===== config.mk =====
export PLATFORM = sky130hd
export DESIGN_NAME = multitouch_slot_event_tracker_core
export DESIGN_NICKNAME = d
export VERILOG_FILES = /design/src/rtl/core/mste_pkg.sv /design/src/rtl/core/multitouch_slot_event_tracker_core.sv
export SDC_FILE = /design/constraint.sdc
export NUM_CORES = 2
export LEC_CHECK = 0
export BUFFER_PORTS_ARGS = -buffer_cell sky130_fd_sc_hd__buf_2
export CAP_MARGIN = 20
export CORE_MARGIN = 2
export CORE_UTILIZATION = 50
export DETAILED_ROUTE_END_ITERATION = 7
export PLACE_DENSITY = 0.73
export REMOVE_ABC_BUFFERS = 1
export SETUP_SLACK_MARGIN = 0.02
export SLEW_MARGIN = 20
export SYNTH_ARGS = -nofsm -noshare
export SYNTH_HDL_FRONTEND = slang
export SYNTH_SLANG_ARGS = --single-unit

===== constraint.sdc =====
create_clock -name clk -period 23.3 [get_ports clk]
set_clock_uncertainty 0.2 [all_clocks]
set_input_delay 0 -clock clk [delete_from_list [all_inputs] [get_ports clk]]
set_output_delay 0 -clock clk [all_outputs]
set_load 0.03 [all_outputs]

===== src/rtl/core/mste_pkg.sv =====
package mste_pkg;

  localparam int NUM_SLOTS = 10;
  localparam int COORD_FRAC_BITS = 8;
  localparam int SLOT_W = 4;
  localparam int COUNT_W = 4;
  localparam int COORD_W = 24;
  localparam int STAMP_W = 48;
  localparam int PROD_W = 32 + 16 + COORD_FRAC_BITS;
  localparam int CAL_W = 17;

  localparam logic [15:0] TYPE_SYN = 16'd0;
  localparam logic [15:0] TYPE_ABS = 16'd3;
  localparam logic [15:0] CODE_SLOT = 16'h002f;
  localparam logic [15:0] CODE_TRACK = 16'h0039;
  localparam logic [15:0] CODE_POS_X = 16'h0035;
  localparam logic [15:0] CODE_POS_Y = 16'h0036;
  localparam logic [31:0] ID_ENDED = 32'hffff_ffff;
  localparam logic [COORD_W-1:0] COORD_MAX = {COORD_W{1'b1}};
  localparam logic [COUNT_W-1:0] COUNT_SAT = {COUNT_W{1'b1}};

  localparam logic [2:0] REG_MAX_SLOTS = 3'd0;
  localparam logic [2:0] REG_RES_X = 3'd1;
  localparam logic [2:0] REG_RES_Y = 3'd2;
  localparam logic [2:0] REG_CAL_W = 3'd3;
  localparam logic [2:0] REG_CAL_H = 3'd4;

  typedef enum logic [2:0] {
    ACT_DOWN = 3'd0,
    ACT_MOVE = 3'd1,
    ACT_UP = 3'd2,
    ACT_PDOWN = 3'd3,
    ACT_PUP = 3'd4
  } action_t;

  typedef enum logic [2:0] {
    ST_IDLE,
    ST_MULT,
    ST_DIV,
    ST_SCAN,
    ST_EMIT,
    ST_WAIT
  } state_t;

endpackage


===== src/rtl/core/multitouch_slot_event_tracker_core.sv =====
// Multitouch slot event tracker (protocol B slot mode).
// Input channel: ev_type, ev_code, ev_value, stamp_us with in_valid/in_ready.
// Output channel: one pointer record per active slot on a sync report (an empty
// record if none), out_valid/out_ready; last marks the final record of a report.
// Configuration: cfg_we/cfg_index/cfg_data, write only, while idle.
// Timing: slot, tracking-id and other non-position events are accepted back
// to back. A non-negative position event runs a bit-serial restoring divide
// on one shared subtract/compare unit: after the accept, ST_MULT multiplies
// the value by the resolution, then ST_DIV shifts in the quotient bit by bit;
// no new event is taken until the divide ends.
// A sync report walks the slots one per cycle, first to count active slots
// and turn repeated downs into moves, then, while the output is free, to emit
// records up to the last active one, then snapshots the slots in ST_WAIT.
// in_ready is high only while the sequencer is idle. A stalled receiver
// holds the current record in the output register and the slot walk waits.
// Reset clears the slot table, counters and configuration to their defaults;
// the block is ready as soon as reset is released.
module multitouch_slot_event_tracker_core
  import mste_pkg::*;
(
  input  logic               clk,
  input  logic               rst,
  input  logic               in_valid,
  output logic               in_ready,
  input  logic [15:0]        ev_type,
  input  logic [15:0]        ev_code,
  input  logic signed [31:0] ev_value,
  input  logic [47:0]        stamp_us,
  input  logic               cfg_we,
  input  logic [2:0]         cfg_index,
  input  logic [16:0]        cfg_data,
  output logic               out_valid,
  input  logic               out_ready,
  output logic [3:0]         slot_index,
  output logic signed [31:0] tracking_id,
  output logic [2:0]         pointer_action,
  output logic [23:0]        pos_x,
  output logic [23:0]        pos_y,
  output logic               pointer_valid,
  output logic               last,
  output logic [2:0]         gesture_action,
  output logic [47:0]        down_time_us,
  output logic [47:0]        event_time_us,
  output logic [3:0]         pointer_count,
  output logic               sequence_error
);

  logic [3:0]         max_slots;
  logic [15:0]        resolution_x, resolution_y;
  logic [CAL_W-1:0]   calibrated_width, calibrated_height;

  logic [31:0]        slot_id [NUM_SLOTS];
  action_t            slot_action [NUM_SLOTS];
  logic [COORD_W-1:0] slot_x [NUM_SLOTS];
  logic [COORD_W-1:0] slot_y [NUM_SLOTS];
  logic               prev_id_nonzero [NUM_SLOTS];
  action_t            prev_action [NUM_SLOTS];
  logic [COUNT_W-1:0] touch_count;
  logic [SLOT_W-1:0]  current_slot;
  action_t            overall_action;
  logic [STAMP_W-1:0] first_touch_time, latest_time;

  state_t state, state_next;

  // divider
  logic [PROD_W-1:0]  rem_q;       // dividend shifted out, quotient shifted in
  logic [CAL_W:0]     rem_r;       // partial remainder
  logic [CAL_W-1:0]   divisor;
  logic [5:0]         bit_cnt;
  logic               div_is_y;
  logic [31:0]        raw_val;
  logic [15:0]        mul_res;
  logic [SLOT_W-1:0]  div_slot;

  logic [SLOT_W-1:0]  walk;
  logic [COUNT_W-1:0] total, emitted;

  logic [SLOT_W-1:0]  eff_slots;
  assign eff_slots = (max_slots > SLOT_W'(NUM_SLOTS)) ? SLOT_W'(NUM_SLOTS) : max_slots;

  logic [SLOT_W-1:0] cur_s;
  assign cur_s = (current_slot >= SLOT_W'(NUM_SLOTS)) ? '0 : current_slot;

  function automatic logic is_active(input logic [31:0] id);
    return id != 32'd0 && id != ID_ENDED;
  endfunction
  function automatic logic is_downish(input action_t a);
    return a == ACT_DOWN || a == ACT_PDOWN;
  endfunction
  function automatic logic is_upish(input action_t a);
    return a == ACT_UP || a == ACT_PUP;
  endfunction

  logic accept_in;
  assign in_ready  = (state == ST_IDLE);
  assign accept_in = in_valid && in_ready;

  logic is_sync, is_abs_live;
  assign is_sync = ev_type == TYPE_SYN && ev_code == 16'd0 && ev_value == 32'sd0;
  assign is_abs_live = ev_type == TYPE_ABS && eff_slots != '0;

  // restoring divide step
  logic [CAL_W:0] trial;
  logic [CAL_W:0] shifted;
  assign shifted = {rem_r[CAL_W-1:0], rem_q[PROD_W-1]};
  assign trial = shifted - {1'b0, divisor};

  logic walk_active;
  logic walk_end;
  assign walk_active = is_active(slot_id[walk]);
  assign walk_end = (walk + 1'b1) >= eff_slots;

  logic out_free;
  assign out_free = !out_valid || out_ready;

  logic emit_now;
  assign emit_now = state == ST_EMIT && out_free && (total == '0 || walk_active);

  always_comb begin
    state_next = state;
    case (state)
      ST_IDLE: begin
        if (accept_in) begin
          if (is_sync) begin
            state_next = ST_SCAN;
          end else if (is_abs_live && (ev_code == CODE_POS_X || ev_code == CODE_POS_Y)
                       && !ev_value[31]) begin
            state_next = ST_MULT;
          end
        end
      end
      ST_MULT: state_next = ST_DIV;
      ST_DIV:  if (bit_cnt == 6'(PROD_W - 1)) state_next = ST_IDLE;
      ST_SCAN: begin
        if (eff_slots == '0 || walk_end) state_next = ST_EMIT;
      end
      ST_EMIT: begin
        if (out_free) begin
          if (total == '0) state_next = ST_WAIT;
          else if (walk_active && emitted + 1'b1 == total) state_next = ST_WAIT;
        end
      end
      ST_WAIT: if (out_free) state_next = ST_IDLE;
      default: state_next = ST_IDLE;
    endcase
  end

  always_ff @(posedge clk) begin
    if (rst) state <= ST_IDLE;
    else state <= state_next;
  end

  always_ff @(posedge clk) begin
    if (rst) begin
      max_slots <= '0;
      resolution_x <= 16'd1;
      resolution_y <= 16'd1;
      calibrated_width <= CAL_W'(1);
      calibrated_height <= CAL_W'(1);
    end else if (cfg_we) begin
      case (cfg_index)
        REG_MAX_SLOTS: max_slots <= cfg_data[3:0];
        REG_RES_X:     resolution_x <= cfg_data[15:0];
        REG_RES_Y:     resolution_y <= cfg_data[15:0];
        REG_CAL_W:     calibrated_width <= cfg_data;
        REG_CAL_H:     calibrated_height <= cfg_data;
        default: ;
      endcase
    end
  end

  always_ff @(posedge clk) begin
    if (rst) begin
      for (int i = 0; i < NUM_SLOTS; i++) begin
        slot_id[i] <= '0;
        slot_action[i] <= ACT_DOWN;
        slot_x[i] <= '0;
        slot_y[i] <= '0;
        prev_id_nonzero[i] <= 1'b0;
        prev_action[i] <= ACT_DOWN;
      end
      touch_count <= '0;
      current_slot <= '0;
      overall_action <= ACT_DOWN;
      first_touch_time <= '0;
      latest_time <= '0;
      walk <= '0;
      total <= '0;
      emitted <= '0;
      bit_cnt <= '0;
      out_valid <= 1'b0;
    end else begin
      if (out_valid && out_ready && !emit_now) out_valid <= 1'b0;
      case (state)
        ST_IDLE: begin
          walk <= '0;
          total <= '0;
          emitted <= '0;
          if (accept_in && is_abs_live) begin
            latest_time <= stamp_us;
            div_slot <= cur_s;
            div_is_y <= ev_code == CODE_POS_Y;
            raw_val <= ev_value;
            mul_res <= (ev_code == CODE_POS_Y) ? resolution_y : resolution_x;
            divisor <= (ev_code == CODE_POS_Y)
                       ? ((calibrated_height == '0) ? CAL_W'(1) : calibrated_height)
                       : ((calibrated_width == '0) ? CAL_W'(1) : calibrated_width);
            case (ev_code)
              CODE_SLOT: begin
                if (!ev_value[31] && ev_value[30:0] < 31'(eff_slots))
                  current_slot <= ev_value[SLOT_W-1:0];
              end
              CODE_TRACK: begin
                if (ev_value == ID_ENDED) begin
                  if (touch_count != '0) begin
                    touch_count <= touch_count - 1'b1;
                    if (touch_count == COUNT_W'(1)) begin
                      slot_action[cur_s] <= ACT_UP;
                      overall_action <= ACT_UP;
                    end else begin
                      slot_action[cur_s] <= ACT_PUP;
                    end
                  end
                end else begin
                  if (touch_count == '0) begin
                    slot_action[cur_s] <= ACT_DOWN;
                    overall_action <= ACT_DOWN;
                    first_touch_time <= stamp_us;
                  end else begin
                    slot_action[cur_s] <= ACT_PDOWN;
                  end
                  slot_id[cur_s] <= ev_value;
                  // clamp to slot count, then count this touch
                  if (touch_count > eff_slots) touch_count <= eff_slots + 1'b1;
                  else if (touch_count != COUNT_SAT) touch_count <= touch_count + 1'b1;
                end
              end
              CODE_POS_X, CODE_POS_Y: begin
                if (ev_value[31]) begin
                  if (ev_code == CODE_POS_Y) slot_y[cur_s] <= '0;
                  else slot_x[cur_s] <= '0;
                end
              end
              default: ;
            endcase
          end
        end
        ST_MULT: begin
          rem_q <= PROD_W'({48'(raw_val) * 48'(mul_res), {COORD_FRAC_BITS{1'b0}}});
          rem_r <= '0;
          bit_cnt <= '0;
        end
        ST_DIV: begin
          bit_cnt <= bit_cnt + 1'b1;
          if (!trial[CAL_W]) begin
            rem_r <= trial;
            rem_q <= {rem_q[PROD_W-2:0], 1'b1};
          end else begin
            rem_r <= shifted;
            rem_q <= {rem_q[PROD_W-2:0], 1'b0};
          end
          if (bit_cnt == 6'(PROD_W - 1)) begin
            // final quotient = shifted rem_q with the new bit
            if (rem_q[PROD_W-2:COORD_W-1] != '0) begin
              if (div_is_y) slot_y[div_slot] <= COORD_MAX;
              else slot_x[div_slot] <= COORD_MAX;
            end else begin
              if (div_is_y) slot_y[div_slot] <= {rem_q[COORD_W-2:0], !trial[CAL_W]};
              else slot_x[div_slot] <= {rem_q[COORD_W-2:0], !trial[CAL_W]};
            end
          end
        end
        ST_SCAN: begin
          if (eff_slots != '0) begin
            if (walk_active) begin
              total <= total + 1'b1;
              if (prev_id_nonzero[walk] && is_downish(prev_action[walk])
                  && is_downish(slot_action[walk])) begin
                slot_action[walk] <= ACT_MOVE;
                overall_action <= ACT_MOVE;
              end
            end
            walk <= walk_end ? '0 : walk + 1'b1;
          end
        end
        ST_EMIT: begin
          if (out_free) begin
            if (total == '0) begin
              out_valid <= 1'b1;
              slot_index <= '0;
              tracking_id <= '0;
              pointer_action <= '0;
              pos_x <= '0;
              pos_y <= '0;
              pointer_valid <= 1'b0;
              last <= 1'b1;
              pointer_count <= '0;
              sequence_error <= 1'b0;
              gesture_action <= overall_action;
              down_time_us <= first_touch_time;
              event_time_us <= latest_time;
            end else begin
              if (walk_active) begin
                out_valid <= 1'b1;
                slot_index <= walk;
                tracking_id <= slot_id[walk];
                pointer_action <= slot_action[walk];
                pos_x <= slot_x[walk];
                pos_y <= slot_y[walk];
                pointer_valid <= 1'b1;
                last <= emitted + 1'b1 == total;
                pointer_count <= total;
                sequence_error <= is_upish(slot_action[walk]) && is_upish(prev_action[walk]);
                gesture_action <= overall_action;
                down_time_us <= first_touch_time;
                event_time_us <= latest_time;
                emitted <= emitted + 1'b1;
                if (is_upish(slot_action[walk])) slot_id[walk] <= ID_ENDED;
              end
              walk <= walk + 1'b1;
            end
          end
        end
        ST_WAIT: begin
          // snapshot for the next report
          if (out_free) begin
            for (int i = 0; i < NUM_SLOTS; i++) begin
              if (SLOT_W'(i) < eff_slots) begin
                prev_id_nonzero[i] <= slot_id[i] != 32'd0;
                prev_action[i] <= slot_action[i];
              end
            end
          end
        end
        default: ;
      endcase
    end
  end

  assert property (@(posedge clk) disable iff (rst)
    out_valid && out_ready && last |-> pointer_count == emitted)
    else $error("record count mismatch on last");
  assert property (@(posedge clk) disable iff (rst)
    out_valid && pointer_valid |-> pointer_count != '0 && slot_index < SLOT_W'(NUM_SLOTS))
    else $error("bad valid record");
  assert property (@(posedge clk) disable iff (rst)
    state == ST_DIV |-> !in_ready)
    else $error("ready during divide");
  assert property (@(posedge clk) disable iff (rst)
    out_valid && !pointer_valid |-> last && pointer_count == '0)
    else $error("empty report malformed");

endmodule

==> impl_metrics.json <==
{
  "synth_most_common_cell": "edfxtp_1",
  "worst-path-buf-inv": 5,
  "ant_nets": 0,
  "finalSetupTns_ps": 0,
  "finalCritPeriodShare_pct": 33.79,
  "numCtsBuffers": 188,
  "grt_usage_pct": 26.55,
  "slew_headroom_pct": 24.68,
  "start_kind": "register",
  "overflow": 0,
  "critPathMostFrequentCell": "fa_1",
  "leakagePower_nw": 37.24,
  "final_util_pct": 57.44,
  "hold_viol": 0,
  "synth-seq-cells": 1905,
  "die_y_um": 439.4,
  "cap_violations": 0,
  "report.power.total_w": 0.007099,
  "cp_max_fo": 20,
  "yosys-top-cells-area": "edfxtp_1 (54%), mux4_2 (9.2%), fa_1 (8.8%)",
  "synth.avg_cell_area_um2": 13.26,
  "slowest_stage": "edfxtp_1",
  "grt_max_degree": 101,
  "worstHoldPathType": "in -> reg",
  "dieWidth_um": 439.4,
  "grt_pass1_vias": 62810,
  "synthTopCellsByCount": "edfxtp_1 (1703), nor2_1 (912), nand2_1 (801)",
  "vias": 61660,
  "synth_edf_count": 1703,
  "antenna_found_initial": 29,
  "tightest_slew_ps": 1130,
  "coreArea_mm2": 0.1880,
  "dpl_cell_area_mm2": 0.09916,
  "worst-path-stages": 23,
  "post-dp-hpwl_um": 167400,
  "fmax_ghz": 0.1270,
  "r2r-end": "rem_q[35]",
  "route.detailed.drc": 0,
  "synthToLayoutAreaGrowth_pct": 13.92,
  "root_buffer": "clkbuf_16",
  "worstPathCellList": "buf_16, and2_1, fa_1, inv_1, fa_1, fa_1, inv_1, fa_1, fa_1, inv_1, fa_1, inv_1, ha_1, and4_1, nor2b_1, a2111oi_0, a21oi_1, or3_1, a21boi_0, o21bai_1, a21oi_1, xnor2_1, mux2_2",
  "clockBufferDepth": 3,
  "synth_top_area_share_pct": 53.95,
  "fin_nets": 8352,
  "drt_iter0_drc": 6857,
  "clk_pin_slew_worst_paths_ps": 70,
  "ff2ff_setup_slack_ps": 15430,
  "crit_path_start": "mul_res[5]",
  "crit_family": "adder cells",
  "slew_violations": 0,
  "ios": 332,
  "ir_drop_v": 0.00006791,
  "grt_pass1_wl_um": 383900,
  "clock-sinks": 1905,
  "reg2reg_from": "mul_res[5]",
  "cts_hold_buf": 239,
  "io_buffers": 330,
  "endpoint_kind": "register",
  "wl_per_cell_um": 24.95,
  "fillers": 14500,
  "synthArstFlopShare_pct": 0,
  "clk_latency_ps": 870,
  "drt_wl_total_um": 257100,
  "syn_area_mm2": 0.09479,
  "htree_levels": 4,
  "r2r_cells": 23,
  "synth_area_leader_cell": "edfxtp_1",
  "finalWorstSetupSlack_ps": 15430,
  "status": "completed",
  "via_per_inst": 5.984,
  "rsz0062_at_grt": "no",
  "cts_tree": "done",
  "path_class": "reg -> reg",
  "finalCriticalPeriod_ps": 7872,
  "cts_resized": 0,
  "firstDrtPassIters": 6,
  "postCtsSetupBuffers": 0,
  "p_per_area_mw_per_mm2": 65.73,
  "cpPeakStageDelay_ps": 690,
  "ys_types": 80,
  "die-area_mm2": 0.1931,
  "dp_slack_ps": 15200,
  "gp_congestion": 0.9131,
  "synth_ff_type": "edfxtp_1",
  "cp.required_ps": 23670,
  "endpoint": "rem_q[35]",
  "synthCells": 7147,
  "cp_data_arrival_time_ps": 8250,
  "stdcell_area_mm2": 0.1080,
  "start_util_pct": 50.42,
  "setup_viol": 0,
  "num_rows": 159,
  "seq_area_frac_synth_pct": 58.21,
  "drive_gt1_share_pct": 16.22,
  "yosysWarnings": 0
}
==> worst register-to-register path, delay by kind of cell, from the launching register on <==
| family | cells | cell delay, ps |
|---|---|---|
| adder cells (fa/ha/maj) | 7 | 3330 |
| AO/OA/AOI/OAI | 5 | 1560 |
| buffers and inverters | 5 | 500 |
| multiplexers | 1 | 270 |
| AND/OR/NAND/NOR | 4 | 990 |
| flip-flops | 1 | 690 |
| XOR/XNOR | 1 | 90 |
==> cell families (layout without fill, tap and decap cells) <==
family,count (synthesis),after routing,synth area share [%]
adders and majority gates,576,576,10.92
buffers and inverters,973,1626,3.993
muxes,460,460,10.03
other,1,9,0.003956
DFF,1905,1905,58.21
AOI/OAI and AO/OA,710,710,4.578
xor gates and xnor gates,68,68,0.6283
and+or+nand+nor,2454,2454,11.64
==> sequential cells by signal (all words and copies together), names as in the netlist, 32 cells and up, named ones only <==
signal	count
slot_y	384
first_touch_time	48
slot_x	384
raw_val	32
latest_time	48
down_time_us	48
slot_id	512
tracking_id	32
rem_q	56
slot_action	48
event_time_us	48
==> metrics by stage <==
stage / std cells / hold slack, ps
floorplan: 6743 / -130.9
global placement: 9701 / 39.54
detailed placement: 9702 / 45.86
CTS: 10290 / 6.825
global route: 10300 / 59.02
finish: 10300 / 85.86
==> cell usage in the layout, fill, tap and decap left out, types with 19 or more instances in the layout <==
cell type      instances
nand2_1              798
nand4_1               67
buf_2                329
and2_1               291
fa_1                 419
and3_1                29
mux4_2               388
bufinv_16             21
dlygate4sd3_1        239
mux2i_1               36
nor4_1               123
xor2_1                23
xnor2_1               44
clkinv_2              31
o21a_1                28
a21oi_1              322
nand3_1               42
a21o_1                29
clkinv_1              42
a22oi_1               72
mux2_2                36
nor2b_1               28
buf_4                133
dfxtp_1              196
a21oi_2               29
nor3_1                48
nand2b_1              47
ha_1                 157
inv_1                566
a211oi_1              19
clkbuf_1              27
edfxtp_1            1703
nor2_1               891
o21ai_1               51
o21ai_0               69
o21bai_1              22
clkbuf_16            191
==> where the power goes <==
part	total [W]	switching (W)	internal [W]	leakage, nW
Combinational	0.000191	0.000108	0.0000827	17.8
Clock	0.00311	0.00134	0.00176	3.05
Sequential	0.00380	0.0000360	0.00377	16.4
Total	0.00710	0.00149	0.00561	37.2
==> cell type report <==
class | count | area (um^2) | area share, %
well taps | 2495 | 3122 | 2.891
flip-flops and latches | 1905 | 55200 | 51.12
diodes | 8 | 20.02 | 0.01854
multi-input cells | 4269 | 36030 | 33.36
inverters | 569 | 2138 | 1.980
repair buffers | 706 | 5161 | 4.779
clock buffers | 224 | 4964 | 4.596
clock inverters | 127 | 1359 | 1.258
==> layer usage <==
| metal | vias to the layer above | wire [um] | global-route usage (%) |
|---|---|---|---|
| li1 | 26360 | - | - |
| met1 | 31110 | 91170 | 32.68 |
| met2 | 3386 | 127200 | 44.34 |
| met3 | 786 | 22100 | 4.829 |
| met4 | 10 | 16500 | 14.92 |
| met5 | - | 69 | 0 |
==> worst min-delay path by stage <==
stage | start | end | slack (ps) | cells past startpoint
3_5_place_dp | ev_value[12] | raw_val[12] | 50 | 1
3_3_place_gp | ev_value[13] | raw_val[13] | 40 | 1
5_1_grt | out_ready | out_valid | 60 | 5
6_report | out_ready | out_valid | 90 | 5
4_1_cts | out_ready | out_valid | 7 | 5
2_1_floorplan | rst | bit_cnt[2] | -130 | 1
Note: power is estimated with default switching activity, not from simulation.
